[src/design/tmw_pkg.sv]
// Package for the trimmed-mean load-cell weigher.
// Holds field widths, register indexes, reset values and limit constants.
// Depends on nothing; tmw_result_if and the top level use it.
package tmw_pkg;

  localparam int RAW_W = 24;
  localparam int WEIGHT_W = 32;
  localparam int TARE_W = 24;
  localparam int GAIN_W = 32;
  localparam int WCOUNT_W = 7;
  localparam int NET_W = 25;
  localparam int PROD_W = NET_W + GAIN_W;
  localparam int SCALE_SHIFT = 16;
  localparam int RMAG_W = PROD_W - SCALE_SHIFT;
  localparam int ADDR_W = 4;
  localparam int DATA_W = 32;
  localparam int REG_SEL_W = 2;
  localparam int MIN_WINDOW = 3;

  localparam logic [REG_SEL_W-1:0] REG_WINDOW_COUNT = 2'd0;
  localparam logic [REG_SEL_W-1:0] REG_TARE = 2'd1;
  localparam logic [REG_SEL_W-1:0] REG_GAIN_Q24 = 2'd2;

  localparam logic [WCOUNT_W-1:0] WCOUNT_RST = 7'd40;
  localparam logic signed [TARE_W-1:0] TARE_RST = 24'sd0;
  localparam logic signed [GAIN_W-1:0] GAIN_RST = -32'sd1593835;

  localparam logic signed [RAW_W-1:0] RAW_MAX = 24'sh7FFFFF;
  localparam logic signed [RAW_W-1:0] RAW_MIN = 24'sh800000;
  localparam logic [RAW_W:0] RAW_POS_LIM = 25'h07FFFFF;
  localparam logic [RAW_W:0] RAW_NEG_LIM = 25'h0800000;

  localparam logic signed [WEIGHT_W-1:0] WEIGHT_MAX = 32'sh7FFFFFFF;
  localparam logic signed [WEIGHT_W-1:0] WEIGHT_MIN = 32'sh80000000;
  localparam logic [RMAG_W-1:0] WEIGHT_POS_LIM = RMAG_W'(32'h7FFFFFFF);
  localparam logic [RMAG_W-1:0] WEIGHT_NEG_LIM = RMAG_W'(32'h80000000);

  localparam logic [PROD_W-1:0] ROUND_HALF = PROD_W'(32768);

endpackage

[src/design/tmw_sample_if.sv]
// Input channel of the weigher: one raw ADC sample per beat.
// Valid/ready handshake; sample width follows SAMPLE_BITS.
// Depends on nothing.
interface tmw_sample_if #(
  parameter int SAMPLE_BITS = 24
);
  logic valid;
  logic ready;
  logic signed [SAMPLE_BITS-1:0] adc_sample;

  modport source (output valid, output adc_sample, input ready);
  modport sink (input valid, input adc_sample, output ready);
endinterface

[src/design/tmw_result_if.sv]
// Result channel of the weigher: trimmed mean and scaled weight per beat.
// Valid/ready handshake; widths come from tmw_pkg.
// Depends on tmw_pkg.
interface tmw_result_if;
  logic valid;
  logic ready;
  logic signed [tmw_pkg::RAW_W-1:0] trimmed_raw;
  logic signed [tmw_pkg::WEIGHT_W-1:0] weight_q8;
  logic weight_saturated;

  modport source (output valid, output trimmed_raw, output weight_q8,
                  output weight_saturated, input ready);
  modport sink (input valid, input trimmed_raw, input weight_q8,
                input weight_saturated, output ready);
endinterface

[src/design/tmw_serdiv.sv]
// Bit-serial restoring divider for unsigned operands, one quotient bit a cycle.
// Done pulses when the quotient is valid.
// Depends on nothing.
module tmw_serdiv #(
  parameter int NUM_W = 31,
  parameter int DEN_W = 7
) (
  input  logic             clk,
  input  logic             rst_n,
  input  logic             start,
  input  logic [NUM_W-1:0] num,
  input  logic [DEN_W-1:0] den,
  output logic             done,
  output logic [NUM_W-1:0] quo
);
  localparam int CNT_W = $clog2(NUM_W + 1);

  logic             busy_r;
  logic             done_r;
  logic [CNT_W-1:0] cnt_r;
  logic [DEN_W-1:0] rem_r;
  logic [DEN_W-1:0] den_r;
  logic [NUM_W-1:0] quo_r;

  logic [DEN_W:0]   shifted;
  logic [DEN_W:0]   diff;
  logic             fits;
  logic [DEN_W-1:0] rem_nxt;
  logic [NUM_W-1:0] quo_nxt;

  always_comb begin
    shifted = {rem_r, quo_r[NUM_W-1]};
    diff = shifted - {1'b0, den_r};
    fits = (shifted >= {1'b0, den_r});
    rem_nxt = fits ? diff[DEN_W-1:0] : shifted[DEN_W-1:0];
    quo_nxt = {quo_r[NUM_W-2:0], fits};
  end

  always_ff @(posedge clk) begin
    if (!rst_n) begin
      busy_r <= 1'b0;
      done_r <= 1'b0;
      cnt_r <= '0;
    end else begin
      done_r <= 1'b0;
      if (start) begin
        quo_r <= num;
        rem_r <= '0;
        den_r <= den;
        cnt_r <= CNT_W'(NUM_W);
        busy_r <= 1'b1;
      end else if (busy_r) begin
        quo_r <= quo_nxt;
        rem_r <= rem_nxt;
        cnt_r <= cnt_r - 1'b1;
        if (cnt_r == CNT_W'(1)) begin
          busy_r <= 1'b0;
          done_r <= 1'b1;
        end
      end
    end
  end

  assign done = done_r;
  assign quo = quo_r;
endmodule

[src/design/tmw_sermul.sv]
// Bit-serial shift-add multiplier for unsigned operands, one bit of a a cycle.
// Done pulses when the product is valid.
// Depends on nothing.
module tmw_sermul #(
  parameter int A_W = 25,
  parameter int B_W = 32
) (
  input  logic                 clk,
  input  logic                 rst_n,
  input  logic                 start,
  input  logic [A_W-1:0]       a,
  input  logic [B_W-1:0]       b,
  output logic                 done,
  output logic [A_W+B_W-1:0]   prod
);
  localparam int CNT_W = $clog2(A_W + 1);

  logic               busy_r;
  logic               done_r;
  logic [CNT_W-1:0]   cnt_r;
  logic [B_W-1:0]     b_r;
  logic [A_W+B_W-1:0] p_r;

  logic [B_W-1:0]     addend;
  logic [B_W:0]       psum;
  logic [A_W+B_W-1:0] p_nxt;

  always_comb begin
    addend = p_r[0] ? b_r : '0;
    psum = {1'b0, p_r[A_W+B_W-1:A_W]} + {1'b0, addend};
    p_nxt = {psum, p_r[A_W-1:1]};
  end

  always_ff @(posedge clk) begin
    if (!rst_n) begin
      busy_r <= 1'b0;
      done_r <= 1'b0;
      cnt_r <= '0;
    end else begin
      done_r <= 1'b0;
      if (start) begin
        p_r <= {{B_W{1'b0}}, a};
        b_r <= b;
        cnt_r <= CNT_W'(A_W);
        busy_r <= 1'b1;
      end else if (busy_r) begin
        p_r <= p_nxt;
        cnt_r <= cnt_r - 1'b1;
        if (cnt_r == CNT_W'(1)) begin
          busy_r <= 1'b0;
          done_r <= 1'b1;
        end
      end
    end
  end

  assign done = done_r;
  assign prod = p_r;
endmodule

[src/design/trimmed_mean_load_cell_weigher.sv]
// Top level of the trimmed-mean load-cell weigher with its APB register file.
// Depends on tmw_pkg, tmw_sample_if, tmw_result_if, tmw_serdiv and tmw_sermul.
//
//   channel   direction  beat contents
//   in_bus    sink       adc_sample
//   out_bus   source     trimmed_raw, weight_q8, weight_saturated
//   APB       slave      window_count at 0x0, tare at 0x4, gain_q24 at 0x8
//
// A sample that does not close its window leaves the input ready for the next sample.
// A closing sample holds the input through the trim, the bit-serial divider
// (one bit per cycle), the serial multiplier, rounding and packing of the result.
// Reset is synchronous and clears window state and registers to their defaults.
// A waiting result does not block input; only a second finished window stalls.
module trimmed_mean_load_cell_weigher #(
  parameter int MAX_WINDOW = 64,
  parameter int SAMPLE_BITS = 24
) (
  input  logic                         clk,
  input  logic                         rst_n,
  tmw_sample_if.sink                   in_bus,
  tmw_result_if.source                 out_bus,
  input  logic                         psel,
  input  logic                         penable,
  input  logic                         pwrite,
  input  logic [tmw_pkg::ADDR_W-1:0]   paddr,
  input  logic [tmw_pkg::DATA_W-1:0]   pwdata,
  output logic [tmw_pkg::DATA_W-1:0]   prdata,
  output logic                         pready
);
  localparam int CNT_W = $clog2(MAX_WINDOW + 1);
  localparam int SUM_W = SAMPLE_BITS + $clog2(MAX_WINDOW) + 1;
  localparam int CMP_W = (CNT_W > tmw_pkg::WCOUNT_W) ? CNT_W : tmw_pkg::WCOUNT_W;
  localparam int QX_W = (SUM_W > tmw_pkg::RAW_W + 1) ? SUM_W : tmw_pkg::RAW_W + 1;
  localparam logic signed [SAMPLE_BITS-1:0] SAMPLE_MAX = {1'b0, {(SAMPLE_BITS-1){1'b1}}};
  localparam logic signed [SAMPLE_BITS-1:0] SAMPLE_MIN = {1'b1, {(SAMPLE_BITS-1){1'b0}}};

  typedef enum logic [3:0] {
    S_IDLE, S_PREP, S_ABS, S_DIV, S_SAT, S_NET, S_MSTART, S_MUL, S_ROUND, S_PACK
  } state_t;

  state_t state_r;

  logic [tmw_pkg::WCOUNT_W-1:0]        wcount_r;
  logic signed [tmw_pkg::TARE_W-1:0]   tare_r;
  logic signed [tmw_pkg::GAIN_W-1:0]   gain_r;

  logic signed [SUM_W-1:0]       sum_r;
  logic signed [SAMPLE_BITS-1:0] min_r;
  logic signed [SAMPLE_BITS-1:0] max_r;
  logic [CNT_W-1:0]              seen_r;

  logic signed [SUM_W-1:0]             num_r;
  logic [CNT_W-1:0]                    den_r;
  logic                                qneg_r;
  logic signed [tmw_pkg::RAW_W-1:0]    trim_r;
  logic signed [tmw_pkg::NET_W-1:0]    net_r;
  logic                                pneg_r;
  logic [tmw_pkg::RMAG_W-1:0]          rmag_r;

  logic                                out_valid_r;
  logic signed [tmw_pkg::RAW_W-1:0]    out_trim_r;
  logic signed [tmw_pkg::WEIGHT_W-1:0] out_weight_r;
  logic                                out_sat_r;

  logic                                in_fire;
  logic                                cfg_wr;
  logic                                out_free;
  logic                                out_valid_nxt;
  logic [CMP_W-1:0]                    wc_ext;
  logic [CMP_W-1:0]                    n_eff;
  logic signed [SUM_W-1:0]             samp_ext;
  logic signed [SUM_W-1:0]             sum_nxt;
  logic signed [SAMPLE_BITS-1:0]       min_nxt;
  logic signed [SAMPLE_BITS-1:0]       max_nxt;
  logic [CNT_W-1:0]                    seen_nxt;
  logic                                closes;
  logic signed [SUM_W-1:0]             num_nxt;
  logic [SUM_W-1:0]                    num_mag;
  logic [QX_W-1:0]                     qx;
  logic signed [tmw_pkg::RAW_W-1:0]    trim_nxt;
  logic signed [tmw_pkg::NET_W-1:0]    net_nxt;
  logic [tmw_pkg::NET_W-1:0]           net_mag;
  logic [tmw_pkg::GAIN_W-1:0]          gain_mag;
  logic [tmw_pkg::PROD_W-1:0]          rnd_sum;
  logic signed [tmw_pkg::WEIGHT_W-1:0] weight_nxt;
  logic                                sat_nxt;

  logic                                div_start;
  logic                                div_done;
  logic [SUM_W-1:0]                    div_quo;
  logic                                mul_start;
  logic                                mul_done;
  logic [tmw_pkg::PROD_W-1:0]          mul_prod;

  assign in_bus.ready = (state_r == S_IDLE);
  assign in_fire = in_bus.valid && (state_r == S_IDLE);
  assign cfg_wr = psel && penable && pwrite;
  assign out_free = !out_valid_r || out_bus.ready;
  assign div_start = (state_r == S_ABS);
  assign mul_start = (state_r == S_MSTART);

  always_comb begin
    wc_ext = CMP_W'(wcount_r);
    if (wc_ext < CMP_W'(tmw_pkg::MIN_WINDOW)) begin
      n_eff = CMP_W'(tmw_pkg::MIN_WINDOW);
    end else if (wc_ext > CMP_W'(MAX_WINDOW)) begin
      n_eff = CMP_W'(MAX_WINDOW);
    end else begin
      n_eff = wc_ext;
    end

    samp_ext = {{(SUM_W-SAMPLE_BITS){in_bus.adc_sample[SAMPLE_BITS-1]}}, in_bus.adc_sample};
    sum_nxt = sum_r + samp_ext;
    min_nxt = (in_bus.adc_sample < min_r) ? in_bus.adc_sample : min_r;
    max_nxt = (in_bus.adc_sample > max_r) ? in_bus.adc_sample : max_r;
    seen_nxt = seen_r + 1'b1;
    closes = (CMP_W'(seen_nxt) >= n_eff);

    num_nxt = sum_r - ({{(SUM_W-SAMPLE_BITS){min_r[SAMPLE_BITS-1]}}, min_r}
                     + {{(SUM_W-SAMPLE_BITS){max_r[SAMPLE_BITS-1]}}, max_r});
    num_mag = num_r[SUM_W-1] ? (~num_r + 1'b1) : num_r;

    qx = QX_W'(div_quo);
    if (!qneg_r) begin
      trim_nxt = (qx > QX_W'(tmw_pkg::RAW_POS_LIM)) ? tmw_pkg::RAW_MAX
                                                     : qx[tmw_pkg::RAW_W-1:0];
    end else begin
      trim_nxt = (qx > QX_W'(tmw_pkg::RAW_NEG_LIM)) ? tmw_pkg::RAW_MIN
                                                     : (~qx[tmw_pkg::RAW_W-1:0] + 1'b1);
    end

    net_nxt = {trim_r[tmw_pkg::RAW_W-1], trim_r} - {tare_r[tmw_pkg::TARE_W-1], tare_r};
    net_mag = net_r[tmw_pkg::NET_W-1] ? (~net_r + 1'b1) : net_r;
    gain_mag = gain_r[tmw_pkg::GAIN_W-1] ? (~gain_r + 1'b1) : gain_r;

    rnd_sum = mul_prod + tmw_pkg::ROUND_HALF;

    if (pneg_r) begin
      sat_nxt = (rmag_r > tmw_pkg::WEIGHT_NEG_LIM);
      weight_nxt = sat_nxt ? tmw_pkg::WEIGHT_MIN
                           : (~rmag_r[tmw_pkg::WEIGHT_W-1:0] + 1'b1);
    end else begin
      sat_nxt = (rmag_r > tmw_pkg::WEIGHT_POS_LIM);
      weight_nxt = sat_nxt ? tmw_pkg::WEIGHT_MAX : rmag_r[tmw_pkg::WEIGHT_W-1:0];
    end

    out_valid_nxt = out_valid_r && !out_bus.ready;
    if ((state_r == S_PACK) && out_free) begin
      out_valid_nxt = 1'b1;
    end
  end

  always_ff @(posedge clk) begin
    if (!rst_n) begin
      state_r <= S_IDLE;
      wcount_r <= tmw_pkg::WCOUNT_RST;
      tare_r <= tmw_pkg::TARE_RST;
      gain_r <= tmw_pkg::GAIN_RST;
      sum_r <= '0;
      min_r <= SAMPLE_MAX;
      max_r <= SAMPLE_MIN;
      seen_r <= '0;
      out_valid_r <= 1'b0;
    end else begin
      if (cfg_wr) begin
        unique case (paddr[3:2])
          tmw_pkg::REG_WINDOW_COUNT: wcount_r <= pwdata[tmw_pkg::WCOUNT_W-1:0];
          tmw_pkg::REG_TARE:         tare_r <= pwdata[tmw_pkg::TARE_W-1:0];
          tmw_pkg::REG_GAIN_Q24:     gain_r <= pwdata[tmw_pkg::GAIN_W-1:0];
          default: ;
        endcase
      end

      out_valid_r <= out_valid_nxt;

      unique case (state_r)
        S_IDLE: begin
          if (in_fire) begin
            sum_r <= sum_nxt;
            min_r <= min_nxt;
            max_r <= max_nxt;
            seen_r <= seen_nxt;
            if (closes) begin
              state_r <= S_PREP;
            end
          end
        end
        S_PREP: begin
          num_r <= num_nxt;
          den_r <= seen_r - CNT_W'(2);
          state_r <= S_ABS;
        end
        S_ABS: begin
          qneg_r <= num_r[SUM_W-1];
          sum_r <= '0;
          min_r <= SAMPLE_MAX;
          max_r <= SAMPLE_MIN;
          seen_r <= '0;
          state_r <= S_DIV;
        end
        S_DIV: begin
          if (div_done) begin
            state_r <= S_SAT;
          end
        end
        S_SAT: begin
          trim_r <= trim_nxt;
          state_r <= S_NET;
        end
        S_NET: begin
          net_r <= net_nxt;
          state_r <= S_MSTART;
        end
        S_MSTART: begin
          pneg_r <= net_r[tmw_pkg::NET_W-1] ^ gain_r[tmw_pkg::GAIN_W-1];
          state_r <= S_MUL;
        end
        S_MUL: begin
          if (mul_done) begin
            state_r <= S_ROUND;
          end
        end
        S_ROUND: begin
          rmag_r <= rnd_sum[tmw_pkg::PROD_W-1:tmw_pkg::SCALE_SHIFT];
          state_r <= S_PACK;
        end
        S_PACK: begin
          if (out_free) begin
            out_trim_r <= trim_r;
            out_weight_r <= weight_nxt;
            out_sat_r <= sat_nxt;
            state_r <= S_IDLE;
          end
        end
        default: state_r <= S_IDLE;
      endcase
    end
  end

  tmw_serdiv #(
    .NUM_W(SUM_W),
    .DEN_W(CNT_W)
  ) u_div (
    .clk   (clk),
    .rst_n (rst_n),
    .start (div_start),
    .num   (num_mag),
    .den   (den_r),
    .done  (div_done),
    .quo   (div_quo)
  );

  tmw_sermul #(
    .A_W(tmw_pkg::NET_W),
    .B_W(tmw_pkg::GAIN_W)
  ) u_mul (
    .clk   (clk),
    .rst_n (rst_n),
    .start (mul_start),
    .a     (net_mag),
    .b     (gain_mag),
    .done  (mul_done),
    .prod  (mul_prod)
  );

  always_comb begin
    unique case (paddr[3:2])
      tmw_pkg::REG_WINDOW_COUNT: prdata = tmw_pkg::DATA_W'(wcount_r);
      tmw_pkg::REG_TARE:
        prdata = {{(tmw_pkg::DATA_W-tmw_pkg::TARE_W){tare_r[tmw_pkg::TARE_W-1]}}, tare_r};
      tmw_pkg::REG_GAIN_Q24:     prdata = gain_r;
      default:                   prdata = '0;
    endcase
  end

  assign pready = 1'b1;

  assign out_bus.valid = out_valid_r;
  assign out_bus.trimmed_raw = out_trim_r;
  assign out_bus.weight_q8 = out_weight_r;
  assign out_bus.weight_saturated = out_sat_r;
endmodule
[src/flat_wrapper.sv]
// flat-port wrapper written by rule: the top's interface ports become plain ports
module trimmed_mean_load_cell_weigher_flat 
#(
  parameter int MAX_WINDOW = 64,
  parameter int SAMPLE_BITS = 24
)
  (clk, rst_n, psel, penable, pwrite, paddr, pwdata, prdata, pready, in_bus_valid, in_bus_adc_sample, in_bus_ready, out_bus_valid, out_bus_trimmed_raw, out_bus_weight_q8, out_bus_weight_saturated, out_bus_ready);
  tmw_sample_if #(.SAMPLE_BITS(SAMPLE_BITS)) in_bus_i ();
  tmw_result_if out_bus_i ();
  input  logic clk;
  input  logic rst_n;
  input  logic psel;
  input  logic penable;
  input  logic pwrite;
  input  logic [tmw_pkg::ADDR_W-1:0] paddr;
  input  logic [tmw_pkg::DATA_W-1:0] pwdata;
  output logic [tmw_pkg::DATA_W-1:0] prdata;
  output logic pready;
  input wire logic [$bits(in_bus_i.valid)-1:0] in_bus_valid;
  input wire logic [$bits(in_bus_i.adc_sample)-1:0] in_bus_adc_sample;
  output wire logic [$bits(in_bus_i.ready)-1:0] in_bus_ready;
  output wire logic [$bits(out_bus_i.valid)-1:0] out_bus_valid;
  output wire logic [$bits(out_bus_i.trimmed_raw)-1:0] out_bus_trimmed_raw;
  output wire logic [$bits(out_bus_i.weight_q8)-1:0] out_bus_weight_q8;
  output wire logic [$bits(out_bus_i.weight_saturated)-1:0] out_bus_weight_saturated;
  input wire logic [$bits(out_bus_i.ready)-1:0] out_bus_ready;
  assign in_bus_i.valid = in_bus_valid;
  assign in_bus_i.adc_sample = in_bus_adc_sample;
  assign in_bus_ready = in_bus_i.ready;
  assign out_bus_valid = out_bus_i.valid;
  assign out_bus_trimmed_raw = out_bus_i.trimmed_raw;
  assign out_bus_weight_q8 = out_bus_i.weight_q8;
  assign out_bus_weight_saturated = out_bus_i.weight_saturated;
  assign out_bus_i.ready = out_bus_ready;
  trimmed_mean_load_cell_weigher #(.MAX_WINDOW(MAX_WINDOW), .SAMPLE_BITS(SAMPLE_BITS)) u_core (.clk(clk), .rst_n(rst_n), .in_bus(in_bus_i), .out_bus(out_bus_i), .psel(psel), .penable(penable), .pwrite(pwrite), .paddr(paddr), .pwdata(pwdata), .prdata(prdata), .pready(pready));
endmodule
[config.mk]
export PLATFORM = sky130hd
export DESIGN_NAME = trimmed_mean_load_cell_weigher_flat
export DESIGN_NICKNAME = d
export VERILOG_FILES = /design/src/design/tmw_pkg.sv /design/src/design/tmw_sample_if.sv /design/src/design/tmw_result_if.sv /design/src/design/tmw_serdiv.sv /design/src/design/tmw_sermul.sv /design/src/design/trimmed_mean_load_cell_weigher.sv /design/src/flat_wrapper.sv
export SDC_FILE = /design/constraint.sdc
export NUM_CORES = 1
export LEC_CHECK = 0
export BUFFER_PORTS_ARGS = -buffer_cell sky130_fd_sc_hd__clkbuf_2
export CAP_MARGIN = 10
export CORE_UTILIZATION = 30
export CTS_CLUSTER_SIZE = 25
export DETAILED_ROUTE_END_ITERATION = 12
export PLACE_DENSITY_LB_ADDON = 0.15
export SYNTH_ARGS = -nofsm -noshare
export SYNTH_HDL_FRONTEND = slang
export SYNTH_SLANG_ARGS = --single-unit
[constraint.sdc]
create_clock -name clk -period 6.8 [get_ports clk]
set_clock_uncertainty 0.05 [all_clocks]
set_input_delay 0.34 -clock clk [delete_from_list [all_inputs] [get_ports clk]]
set_output_delay 0.34 -clock clk [all_outputs]
set_load 0.02 [all_outputs]
==> impl_metrics.yaml <==
cts:
  cts_tree: "built"
  clkTransAtPathRegs_ns: 0.06
  insertion_delay_ns: 0.66
  post-cts-setup-buffers: 0
  cts_root_buf: "clkbuf_16"
  cts_max_level: 2
  cts_resized: 0
  numCtsBuffers: 61
  clockBufferDepth: 3
  clock-sinks: 489
setup_path:
  path_cells: "ha_1 -> fa_1 -> a211oi_1 -> o21ai_0 -> a2bb2oi_1 -> a31o_2 -> o221a_2 -> nor2_1 -> xor2_1 -> ha_1 -> o21a_1 -> a221o_1 -> a21oi_1 -> o21ai_0 -> a41oi_1 -> a21oi_1 -> nor4bb_1 -> a31oi_1 -> xnor2_1"
  startpoint_type: "flop"
  cp-end-kind: "flop"
  r2r_cells: 19
  arrival_ns: 5.67
  r2r_end: "u_core.num_r[27]$_DFFE_PP_"
  critPathRequiredTime_ns: 7.15
  slowest_stage: "fa_1"
  rrSetupSlack_ns: 1.48
  crit_type: "flop to flop"
  reg2reg_from: "u_core.max_r[0]$_SDFFE_PN0P_"
  critPathMaxFanout: 6
  max_stage_delay_ns: 0.43
logic_synthesis:
  yosys-top-cells-area: "edfxtp_1 32%, dfxtp_1 11%, ha_1 8.7%"
  synthArstFlopShare: 0
  yosys.area.top_type_share: 0.319
  avgSynthCellArea_sq_um: 9.49
  netlist_top_cells_count: "404 x nand2_1, 321 x edfxtp_1, 217 x o21ai_0"
  synth_cell_type_count: 85
  ys.warnings.count: 0
  ys_seq_elements: 489
  synth_top_area_cell: "edfxtp_1"
  synth.most_common_cell: "nand2_1"
  syn_area_sq_um: 30200
  synth_top_flop_cell: "edfxtp_1"
  synth_edf_count: 321
  seq_area_frac_synth: 0.430
  syn_nets: 3469
  synth_cells: 3186
global_route:
  grt_pass1_wl_um: 132000
  grt_start_max_net_pins: 68
  grt_pass1_vias: 22700
  antenna_found_initial: 4
  gr-total-overflow: 0
  grt_use_total: 0.164
placement:
  place_ws_ns: 1.50
  port_buffers: 155
  dpl.hpwl_um: 63800
  placedCellCount: 4543
  finalWeightedCongestion: 0.809
  place_area_sq_um: 32400
worst_hold_path:
  hp-start: "rst_n"
  holdPathEnd: "u_core.wc_ext[3]$_SDFFE_PN1P_"
  min-delay-path-class: "input pin to flop"
  whs_path_depth: 2
timing:
  slew-limit-headroom: 0.247
  drv_slew: 0
  rsz0062_at_grt: "no"
  setup_slack_ns: 1.48
  worst_slew_pin_slew_ns: 1.13
  fmax_mhz: 188
  finalHoldViolations: 0
  timing.hold.ws_ns: 0.0533
  post-route-period-util: 0.782
  min_period_ns: 5.32
  setup_violations: 0
  fin_setup_tns_ns: 0
final_layout:
  fillers: 10300
  fin_nets: 3646
  stdcell_count: 4714
  multi_input_area_sq_um: 16100
  drive_gt1_frac: 0.100
  area_growth_pct: 15.9
  seq_area_sq_um: 13000
  design_area_sq_um: 35000
pwr:
  p_int_mw: 8.32
  comb_power_share: 0.432
  ir_drop_v: 0.000280
  leakagePower_nw: 13.9
  powerDensity_nw_per_um2: 382
  p_sw_mw: 5.06
  swShare: 0.378
  power_frac_clock: 0.246
  pwr-share-seq: 0.321
routing:
  drtPass1Iterations: 5
  vias_per_cell: 4.94
  routedWlPerCell_um: 17.9
  drc: 0
  ant_nets: 0
  vias: 23300
  drt_wl_total_um: 84400
  first_iter_violations: 1155
floorplanning:
  die_area_sq_um: 102000
  start_util: 0.302
  coreArea_sq_um: 100000
  die_h_um: 319
  ioPinCount: 159
  row_count: 116
  dieWidth_um: 319
job:
  drv_cap: 0
status:
  status: "finished, final reports clean"
-- cell usage in the layout (no fill, tap or decap), types with 20 or more instances in the layout --
cell	n
a211oi_1	24
a21boi_0	50
a21o_1	70
a21oi_1	140
and2_1	47
buf_4	34
clkbuf_16	64
clkbuf_2	154
dfxtp_1	168
dlygate4sd3_1	55
edfxtp_1	321
ha_1	210
inv_1	172
mux2i_1	67
nand2_1	403
nand2b_1	37
nand3_1	64
nand4_1	39
nor2_1	189
nor2b_1	91
nor3_1	62
nor4_1	30
o21a_1	26
o21ai_0	216
o311ai_0	29
o31ai_1	31
o41ai_1	20
or3_1	37
xnor2_1	139
xor2_1	111
-- layout make-up --
class / instances / share of cell area
antenna: 1 / 0.0000714
clock buffer: 86 / 0.0498
clock inverter: 29 / 0.00814
inverter: 174 / 0.0187
multi-input combinational: 2394 / 0.461
sequential: 489 / 0.371
tap: 1298 / 0.0464
timing repair buffer: 243 / 0.0450
-- power by group through the flow --
stage	combinational [mW]	clock (mW)	sequential, mW
after floorplan	4.54	0	4.17
after global placement	5.79	0	4.35
after detailed placement	5.79	0	4.36
after CTS	5.86	3.41	4.30
after global routing	6.57	3.52	4.36
final	5.78	3.29	4.30
-- metrics by stage --
stage | total power [mW] | utilization
final | 13.4 | 0.350
after global routing | 14.5 | 0.350
after CTS | 13.6 | 0.350
after global placement | 10.1 | 0.324
after floorplan | 8.71 | -
after detailed placement | 10.1 | 0.324
-- per-layer routing --
layer / vias up / global-route usage / part of all wire
met4: 0 / 0.0462 / 0.022
li1: 11900 / - / -
met2: 338 / 0.269 / 0.46
met1: 10900 / 0.225 / 0.49
met3: 94 / 0.0217 / 0.033
met5: - / 0 / 0
-- registers in the layout (all words and copies together) (netlist names), 25 cells and up --
name / count
u_core.net_r: 25
u_core.gain_r: 32
u_core.sum_r: 31
u_core.rmag_r: 41
u_core.u_div.quo: 31
u_core.num_r: 31
u_core.u_mul.prod: 57
u_core.u_mul.b_r: 32
u_core.out_bus.weight_q8: 32
-- how the worst max path moves through the flow --
stage,cells past startpoint,end,startpoint
after detailed placement,19,u_core.num_r[27]$_DFFE_PP_,u_core.max_r[0]$_SDFFE_PN0P_
after CTS,19,u_core.num_r[27]$_DFFE_PP_,u_core.max_r[0]$_SDFFE_PN0P_
final,19,u_core.num_r[27]$_DFFE_PP_,u_core.max_r[0]$_SDFFE_PN0P_
after global placement,19,u_core.num_r[27]$_DFFE_PP_,u_core.max_r[0]$_SDFFE_PN0P_
after global routing,18,u_core.num_r[27]$_DFFE_PP_,u_core.max_r[1]$_SDFFE_PN0P_
after floorplan,5,u_core.rmag_r[0]$_DFFE_PP_,rst_n
-- cells by family (layout without fill, tap and decap cells) --
logic type / after synthesis / in the layout / synth area share
mux: 68 / 68 / 0.0226
xor+xnor: 250 / 250 / 0.0724
buf+inv: 303 / 532 / 0.0390
simple gates: 1096 / 1096 / 0.177
flops: 489 / 489 / 0.430
compound gates: 763 / 763 / 0.168
other cells: 1 / 2 / 0.000124
fa+ha+maj: 216 / 216 / 0.0909
-- timing repair --
item,in CTS,in global routing
hold endpoints to repair,103,0
endpoints found under the setup margin,0,0
hold buffers,55,0
-- worst max-delay path, delay by kind of cell, from the launching register on --
family | cells | cell delay (ns)
xor gates and xnor gates | 2 | 0.40
DFF | 1 | 0.33
and+or+nand+nor | 2 | 0.49
AOI/OAI and AO/OA | 12 | 2.80
adders and majority gates | 3 | 1.00
No activity file was read; power rests on OpenSTA's default activity.
